$ cat src/design/ssm_pkg.sv
// Stripe sector mapper: shared types, constants and helpers.
// No dependencies; ssm_front, ssm_back and the top level import this package.
package ssm_pkg;

    localparam int MAX_DEVICES  = 64;
    localparam int SECTOR_BITS  = 48;
    localparam int DEV_BITS     = $clog2(MAX_DEVICES);
    localparam int CNT_BITS     = DEV_BITS + 1;
    localparam int SHIFT_BITS   = 5;
    localparam int CFG_IDX_BITS = 2;
    localparam int DIV_STAGES   = SECTOR_BITS;

    localparam logic FUNC_MAP   = 1'b0;
    localparam logic FUNC_WRITE = 1'b1;

    typedef enum logic [CFG_IDX_BITS-1:0] {
        CFG_BEGIN   = 2'd0,
        CFG_SHIFT   = 2'd1,
        CFG_STRIPES = 2'd2
    } t_cfg_idx;

    typedef struct packed {
        logic                   func;
        logic [SECTOR_BITS-1:0] sector;
        logic [DEV_BITS-1:0]    entry_index;
        logic [SECTOR_BITS-1:0] entry_start;
    } t_in_item;

    typedef struct packed {
        logic [DEV_BITS-1:0]    device_index;
        logic [SECTOR_BITS-1:0] mapped_sector;
    } t_out_item;

    // stripes holds the effective count (1..MAX_DEVICES)
    typedef struct packed {
        logic [SECTOR_BITS-1:0] begin_sector;
        logic [SHIFT_BITS-1:0]  chunk_log2;
        logic [CNT_BITS-1:0]    stripes;
    } t_cfg;

    // classified item; low = offset within chunk (map) or start sector (write)
    typedef struct packed {
        logic                   func;
        logic [DEV_BITS-1:0]    entry_index;
        logic [SECTOR_BITS-1:0] chunk;
        logic [SECTOR_BITS-1:0] low;
    } t_job;

    // divider stage contents; dq shifts the dividend out and the quotient in
    typedef struct packed {
        logic                   func;
        logic [DEV_BITS-1:0]    entry_index;
        logic [SECTOR_BITS-1:0] low;
        logic [DEV_BITS-1:0]    rem;
        logic [SECTOR_BITS-1:0] dq;
    } t_stg;

    function automatic logic [CNT_BITS-1:0] eff_stripes(input logic [CNT_BITS-1:0] v);
        logic [CNT_BITS-1:0] r;
        if (v == '0) begin
            r = CNT_BITS'(1);
        end else if (v > CNT_BITS'(MAX_DEVICES)) begin
            r = CNT_BITS'(MAX_DEVICES);
        end else begin
            r = v;
        end
        return r;
    endfunction

endpackage

$ cat src/design/ssm_front.sv
// Front end: accepts items, computes offset/chunk split, two-entry queue.
// Depends on ssm_pkg.
module ssm_front (
    input  logic              i_clk,
    input  logic              i_rst_n,
    input  ssm_pkg::t_cfg     i_cfg,
    input  logic              i_in_valid,
    output logic              o_in_stall,
    input  ssm_pkg::t_in_item i_in,
    input  logic              i_pop,
    output logic              o_head_valid,
    output ssm_pkg::t_job     o_head
);
    import ssm_pkg::*;

    logic [SECTOR_BITS-1:0] w_offset;
    logic [SECTOR_BITS-1:0] w_mask;
    t_job                   w_job;
    logic                   w_push;
    logic                   w_pop;

    t_job        r_mem [0:1];
    logic        r_wr_ptr, n_wr_ptr;
    logic        r_rd_ptr, n_rd_ptr;
    logic [1:0]  r_cnt, n_cnt;

    always_comb begin
        w_offset        = i_in.sector - i_cfg.begin_sector;
        w_mask          = ~({SECTOR_BITS{1'b1}} << i_cfg.chunk_log2);
        w_job.func        = i_in.func;
        w_job.entry_index = i_in.entry_index;
        w_job.chunk       = w_offset >> i_cfg.chunk_log2;
        w_job.low         = (i_in.func == FUNC_WRITE) ? i_in.entry_start
                                                      : (w_offset & w_mask);
    end

    assign o_in_stall   = (r_cnt == 2'd2);
    assign o_head_valid = (r_cnt != 2'd0);
    assign o_head       = r_mem[r_rd_ptr];
    assign w_push       = i_in_valid && !o_in_stall;
    assign w_pop        = i_pop && o_head_valid;

    always_comb begin
        n_wr_ptr = w_push ? ~r_wr_ptr : r_wr_ptr;
        n_rd_ptr = w_pop ? ~r_rd_ptr : r_rd_ptr;
        n_cnt    = r_cnt + {1'b0, w_push} - {1'b0, w_pop};
    end

    always_ff @(posedge i_clk) begin
        if (!i_rst_n) begin
            r_wr_ptr <= 1'b0;
            r_rd_ptr <= 1'b0;
            r_cnt    <= 2'd0;
        end else begin
            r_wr_ptr <= n_wr_ptr;
            r_rd_ptr <= n_rd_ptr;
            r_cnt    <= n_cnt;
        end
    end

    always_ff @(posedge i_clk) begin
        if (w_push) begin
            r_mem[r_wr_ptr] <= w_job;
        end
    end
endmodule

$ cat config.mk
export PLATFORM = sky130hd
export DESIGN_NAME = ssm_front
export DESIGN_NICKNAME = d
export VERILOG_FILES = /design/src/design/ssm_pkg.sv /design/src/design/ssm_front.sv
export SDC_FILE = /design/constraint.sdc
export NUM_CORES = 1
export LEC_CHECK = 0
export BUFFER_PORTS_ARGS = -buffer_cell sky130_fd_sc_hd__buf_2
export CORE_MARGIN = 4
export CORE_UTILIZATION = 55
export CTS_CLUSTER_SIZE = 28
export DETAILED_ROUTE_END_ITERATION = 10
export PLACE_DENSITY_LB_ADDON = 0.15
export SLEW_MARGIN = 20
export SYNTH_ARGS = -nofsm -noshare
export SYNTH_HDL_FRONTEND = slang
export SYNTH_SLANG_ARGS = --single-unit
$ cat constraint.sdc
create_clock -name i_clk -period 7.6 [get_ports i_clk]
set_input_delay 1.52 -clock i_clk [delete_from_list [all_inputs] [get_ports i_clk]]
set_output_delay 1.52 -clock i_clk [all_outputs]
set_load 0.01 [all_outputs]
==> qor.yml, run 1 <==
outcome: "finished clean"
gr-total-overflow: 0
synthFlopType: "edfxtp_1"
yosys.cell_types.count: 99
fmax_mhz: 186
cts-buffers-inserted: 20
period_share: 0.707
slew_violations: 0
seq_area_frac_synth: 0.414
h-tree-depth: 1
worstPathArrival_ns: 5.65
gp_congestion: 0.965
die_w_um: 174
netlist.area_leader.share: 0.408
worst_slew_pin_slew_ns: 1.00
cp.required_ns: 7.88
cts_max_path_buffers: 3
timing.rr.start: "r_cnt[0]$_SDFF_PN0_"
grt_max_degree: 84
grt_pass1_wl_mm: 71.5
min_period_ns: 5.37
yosysTopAreaCell: "edfxtp_1"
path_cells: "buf_2 -> inv_1 -> ha_1 -> and2_1 -> nand3_1 -> nor3_1 -> o2111ai_1 -> and4_1 -> o41ai_2 -> mux2i_1 -> mux2_2 -> a211oi_1"
peakVddDrop_mv: 0.126
avgSynthCellArea_sq_um: 9.90
std_cell_rows: 60
via_count: 13300
drive_gt1_frac: 0.272
ctsRootBufferMaster: "clkbuf_16"
reg2reg_to: "r_mem[0][90]$_DFFE_PP_"
rrSetupSlack_ns: 5.23
reg2regPathDepth: 5
synth_edf_count: 206
yosysMostFrequentCell: "edfxtp_1"
yosys_warnings: 0
clock_sinks: 211
ys_top_cells_by_area: "edfxtp_1, mux2_2, ha_1"
power_leakage_nw: 6.87
ant_nets: 0
power_density_mw_per_mm2: 247
register_area_sq_mm: 0.00629
rsz0062_at_grt: "no"
synth_cells: 1533
timing.slew.headroom: 0.330
grt_use_total: 0.294
setup_viol: 0
drv_cap: 0
grt_pass1_vias: 12700
wl_per_cell_um: 22.2
grt_antenna_before_repair: 0
drtIter0Drc: 1418
synth_seq_cells: 211
synthTopCellsByCount: "edfxtp_1, nand2_1, nor2_1"
hpwlAfterDp_mm: 35.8
start_util: 0.561
setup_slack_ns: 2.23
fin_skew_ns: 0.0332
io_buffers: 264
coreArea_sq_mm: 0.0270
viasPerCell: 6.34
cp_slowest_stage_delay_ns: 0.73
multi_input_area_sq_mm: 0.00824
critPathKind: "in -> reg"
io_pins: 272
die_area_sq_mm: 0.0303
holdCritPathClass: "reg -> reg"
routed_wl_mm: 46.6
dieHeight_um: 174
dpl_worst_slack_ns: 1.85
route.detailed.drc: 0
syn_area_sq_mm: 0.0152
post-cts-setup-buffers: 0
hold_start: "r_rd_ptr$_SDFFE_PN0P_"
endpoint_kind: "flip-flop"
hold_viol: 0
cts-resized-gates: 0
synth_async_sr_flop_share: 0
critPathSlowestCell: "o41ai_2"
timing.critical_path.from_type: "input pin"
cts_tree: "yes"
whs_path_depth: 2
tns_ns: 0
area_delta_synth_final_pct: 14.0
crit_fanout: 13
firstDrtPassIters: 7
cts-hold-fix-buffers: 0
synth_fp_nets: 1750
clk_pin_slew_ns: 0.06
fill_cells: 2247
nets: 1956
clock_latency_ns: 0.51
## metal layers
layer,GRT usage,up-vias,share of wire
li1,-,6228,-
met1,0.397,6345,0.41
met2,0.505,613,0.48
met3,0.0274,97,0.070
met4,0.0884,0,0.033
met5,0,-,0
## worst max path at each step
stage	startpoint	endpoint	slack (ns)	cells past startpoint
after global placement	i_cfg[26]	r_mem[0][84]$_DFFE_PP_	1.87	13
after CTS	i_cfg[41]	r_mem[0][80]$_DFFE_PP_	2.34	12
after global routing	i_cfg[30]	r_mem[0][59]$_DFFE_PP_	2.05	14
after detailed placement	i_cfg[41]	r_mem[0][80]$_DFFE_PP_	1.85	12
after floorplan	i_in_valid	r_mem[0][0]$_DFFE_PP_	1.13	2
final	i_cfg[41]	r_mem[0][80]$_DFFE_PP_	2.23	12
## state kept, by name (all words and copies together) (netlist names), named ones only
signal,count
r_wr_ptr,1
r_cnt,2
r_rd_ptr,1
r_mem,206
## kinds of logic (layout without fill, tap and decap cells)
| family | Yosys count | after routing | share of synthesized area |
|---|---|---|---|
| muxes | 176 | 176 | 0.135 |
| buffers and inverters | 167 | 387 | 0.0438 |
| xor gates and xnor gates | 40 | 40 | 0.0231 |
| and+or+nand+nor | 445 | 445 | 0.138 |
| DFF | 211 | 211 | 0.414 |
| AOI/OAI and AO/OA | 444 | 444 | 0.205 |
| other | 0 | 2 | 0 |
| adders and majority gates | 50 | 50 | 0.0417 |
## critical path: cells and delay by family
kind | cells | cell delay (ns)
simple gates | 4 | 1.35
compound gates | 3 | 1.46
fa+ha+maj | 1 | 0.52
mux | 2 | 0.68
buf+inv | 2 | 0.11
## per-stage QoR
stage	total power [W]	util	hold WS (ns)	instances	cell area [sq um]
detailed placement	0.00331	0.616	0.559	2058	16700
global route	0.00448	0.640	0.576	2094	17300
CTS	0.00428	0.640	0.573	2094	17300
floorplan	0.00274	-	0.504	1533	15200
global placement	0.00328	0.616	0.519	2058	16700
finish	0.00427	0.640	0.566	2096	17300
## where the power goes
group,switching [W],internal (W),total (W)
logic,0.00101,0.000703,0.00171
registers,0.0000796,0.00152,0.00160
clock network,0.000406,0.000557,0.000963
total,0.00150,0.00278,0.00427
## cell usage in the layout (no fill, tap or decap), types with 48 or more instances in the layout
master / Yosys / final
mux2_2: 116 / 116
ha_1: 49 / 49
inv_1: 70 / 70
nor2_1: 119 / 118
nand2_1: 146 / 146
a21oi_1: 99 / 99
buf_2: 20 / 264
edfxtp_1: 206 / 206
mux2i_1: 48 / 48
o21ai_0: 88 / 88
## area by class of cell
class / count / share of cell area
Multi-Input combinational cell: 1155 / 0.476
Sequential cell: 211 / 0.364
Timing Repair Buffer: 278 / 0.0825
Clock buffer: 26 / 0.0302
Tap cell: 341 / 0.0247
Inverter: 73 / 0.0158
Clock inverter: 10 / 0.00637
Antenna cell: 2 / 0.000289
No activity file was read; power rests on OpenSTA's default activity.
==> run 2, diff against run 1 <==
--- a/config.mk
+++ b/config.mk
@@ -5,9 +5,10 @@
 export SDC_FILE = /design/constraint.sdc
 export NUM_CORES = 1
 export LEC_CHECK = 0
+export ABC_AREA = 1
 export BUFFER_PORTS_ARGS = -buffer_cell sky130_fd_sc_hd__buf_2
 export CORE_MARGIN = 4
-export CORE_UTILIZATION = 55
+export CORE_UTILIZATION = 52
 export CTS_CLUSTER_SIZE = 28
 export DETAILED_ROUTE_END_ITERATION = 10
 export PLACE_DENSITY_LB_ADDON = 0.15
==> constraint.sdc (replaced) <==
create_clock -name i_clk -period 4.34 [get_ports i_clk]
set_input_delay 0.868 -clock i_clk [delete_from_list [all_inputs] [get_ports i_clk]]
set_output_delay 0.868 -clock i_clk [all_outputs]
set_load 0.01 [all_outputs]
==> run 2 against run 1 <==
Via count grew 7.3%. Register-to-register slack lost 2.8 ns. Worst setup slack lost 1.2 ns. Core utilization shrank 2.8 points. Worst hold slack lost 0.090 ns. Sequential power grew 70%. Final cell count grew 26%. First-iteration DRC count shrank 6.3%. Largest power group is now registers. Highest routed layer is now met5.
==> qor.yml, run 2 <==
outcome: "finished clean"  # unchanged
via_count: 14200  # was 13,300
power_density_mw_per_mm2: 391  # was 247 mW/mm^2
grt_use_met3: 0.0255  # was 0.0274
avgSynthCellArea_sq_um: 7.67  # was 9.90 sq um
route.detailed.drc: 0  # unchanged
firstDrtPassIters: 6  # was 7
period_share: 0.767
grt_max_degree: 97  # was 84
wl_per_cell_um: 17.7  # was 22.2 um
ys_top_cells_by_area: "edfxtp_1, nand2_1, nand3_1"  # was edfxtp_1, mux2_2, ha_1
area_delta_synth_final_pct: 15.2  # was 14.0%
synth_edf_count: 206  # unchanged
fmax_mhz: 300
drive_gt1_frac: 0.206  # was 0.272
grt_use_met2: 0.476  # was 0.505
power_leakage_nw: 8.73  # was 6.87 nW
nets: 2460  # was 1,956
path_cells: "buf_2 -> inv_1 -> ha_1 -> inv_1 -> fa_1 -> nand2_1 -> nor2_1 -> nand2_1 -> nand3_1 -> nand3_1 -> nand2_1 -> nand2_1 -> nand3_1 -> nand2_1 -> nand3_1 -> nand3_1 -> nand3_1 -> nor3_1"  # was buf_2 -> inv_1 -> ha_1 -> and2_1 -> nand3_1 -> nor3_1 -> o2111ai_1 -> and4_1 -> o41ai_2 -> mux2i_1 -> mux2_2 -> a211oi_1
crit_fanout: 3  # was 13
clock_sinks: 211  # unchanged
seq_area_frac_synth: 0.409  # was 0.414
cts_max_path_buffers: 3  # unchanged
start_util: 0.531  # was 0.561
std_cell_rows: 62  # was 60
critPathSlowestCell: "fa_1"  # was o41ai_2
viasPerCell: 5.39  # was 6.34
yosysMostFrequentCell: "nand2_1"  # was edfxtp_1
yosys_warnings: 0  # unchanged
fin_skew_ns: 0.0349  # was 0.0332 ns
total_power_w: 0.00692  # was 0.00427 W
grt_use_total: 0.274  # was 0.294
endpoint_kind: "flip-flop"  # unchanged
cts-resized-gates: 0  # unchanged
die_w_um: 180  # was 174 um
largest_reg_flops: 206  # unchanged
gp_congestion: 0.953  # was 0.965
synthTopCellsByCount: "nand2_1, nand3_1, inv_1"  # was edfxtp_1, nand2_1, nor2_1
cts-buffers-inserted: 21  # was 20
yosys.cell_types.count: 48  # was 99
critPathMostFrequentCell: "nand3_1"
hold_viol: 0  # unchanged
gr-total-overflow: 0  # unchanged
critPathKind: "in -> reg"  # unchanged
synth_seq_cells: 211  # unchanged
worstPathArrival_ns: 3.55  # was 5.65 ns
synthFlopType: "edfxtp_1"  # unchanged
timing.slew.headroom: 0.344  # was 0.330
regMostFlops: "r_mem"  # unchanged
io_buffers: 264  # unchanged
setup_viol: 0  # unchanged
dieHeight_um: 180  # was 174 um
ant_nets: 0  # unchanged
timing.critical_path.from_type: "input pin"  # unchanged
cts_tree: "yes"  # unchanged
cp_slowest_stage_delay_ns: 0.42  # was 0.73 ns
h-tree-depth: 1  # unchanged
drtIter0Drc: 1329  # was 1,418
tns_ns: 0  # unchanged
ctsRootBufferMaster: "clkbuf_16"  # unchanged
reg_top3: "r_mem: 206 flops, r_cnt: 2 flops"  # unchanged
grt.busiest_layer: "met2"  # unchanged
grt_pass1_wl_mm: 71.9  # was 71.5 mm
peakVddDrop_mv: 0.307  # was 0.126 mV
yosysTopAreaCell: "edfxtp_1"  # unchanged
min_period_ns: 3.33
met1_usage: 0.376  # was 0.397
die_area_sq_mm: 0.0323  # was 0.0303 sq mm
synth_fp_nets: 2219  # was 1,750
clock_latency_ns: 0.50  # was 0.51 ns
synth_cells: 2002  # was 1,533
post-cts-setup-buffers: 0  # unchanged
cts-hold-fix-buffers: 0  # unchanged
holdCritPathClass: "reg -> reg"  # unchanged
clk_pin_slew_ns: 0.06  # about the same
grt_pass1_vias: 13500  # was 12,700
worst_slew_pin_slew_ns: 0.981  # was 1.00 ns
drv_cap: 0  # unchanged
routed_wl_mm: 46.7  # was 46.6 mm
grt_antenna_before_repair: 2  # was 0
utilization: 0.611  # was 0.640
synth_async_sr_flop_share: 0  # unchanged
io_pins: 272  # unchanged
coreArea_sq_mm: 0.0289  # was 0.0270 sq mm
slew_violations: 0  # unchanged
final_cell_mix: "nand2_1, nand3_1, inv_1"  # was buf_2, edfxtp_1, nand2_1
syn_area_sq_mm: 0.0154  # was 0.0152 sq mm
netlist.area_leader.share: 0.403  # was 0.408
hpwlAfterDp_mm: 37.6  # was 35.8 mm
cp.required_ns: 4.56  # was 7.88 ns
rsz0062_at_grt: "no"  # unchanged
final_common_cell: "nand2_1"  # was buf_2
[run 2: changes by cell type after synthesis, moves of 31 or more]
cell	before	now
nand2_1	146	616
nand3_1	25	320
inv_1	70	306
a21oi_1	99	47
mux2i_1	48	1
o21ai_0	88	43
clkbuf_1	57	20
a211oi_1	31	0
and2_1	32	1
[run 2: cell families after synthesis]
group           Yosys count  synth area share
mux                     105            0.0769
fa+ha+maj                50            0.0412
xor+xnor                 19            0.0118
buf+inv                 373            0.0944
flops                   211             0.409
compound gates          137            0.0529
simple gates           1107             0.313
[run 2: report_power, final]
group          internal [W]  leakage (nW)  switching, W  total [W]
Combinational      0.000958          6.43       0.00157    0.00253
Sequential          0.00262          2.00     0.0000985    0.00272
Clock              0.000957         0.306      0.000713    0.00167
Total               0.00454          8.73       0.00238    0.00692
[run 2: final cells by class]
class,count,area [sq um]
Antenna cell,1,2.50
Clock buffer,27,548
Clock inverter,9,83.8
Fill cell,2699,11200
Inverter,309,1160
Multi-Input combinational cell,1418,7630
Sequential cell,211,6290
Tap cell,384,480
Timing Repair Buffer,282,1490
[run 2: per-layer routing]
layer / routed length [um] / vias up
li1: - / 7089
met1: 20300 / 6598
met2: 22600 / 494
met3: 2770 / 64
met4: 985 / 2
met5: 12 / -
[run 2: through the flow]
step / area (sq um) / std cells / setup WS, ns / hold WS, ns
after floorplan: 15400 / 2002 / 0.163 / 0.425
after global placement: 17100 / 2604 / 0.633 / 0.427
after detailed placement: 17100 / 2604 / 0.639 / 0.462
after CTS: 17700 / 2640 / 1.08 / 0.476
after global routing: 17700 / 2641 / 0.847 / 0.489
final: 17700 / 2641 / 1.01 / 0.476
[run 2: path summary, 6_finish.rpt]
path                              start                endpoint  slack [ns]  cells after the start
hold / removal    r_rd_ptr$_SDFFE_PN0P_               flip-flop        0.48                      1
setup reg to reg    r_cnt[1]$_SDFF_PN0_  r_mem[0][97]$_DFFE_PP_        2.41                      4
setup / recovery               i_in[54]  r_mem[0][92]$_DFFE_PP_        1.01                     18
hold reg to reg   r_rd_ptr$_SDFFE_PN0P_               flip-flop        0.48                      1
[run 2: worst max-delay path: cells and delay by family]
family,cells,cell delay (ns)
adders and majority gates,2,0.56
buffers and inverters,3,0.21
and+or+nand+nor,13,1.90
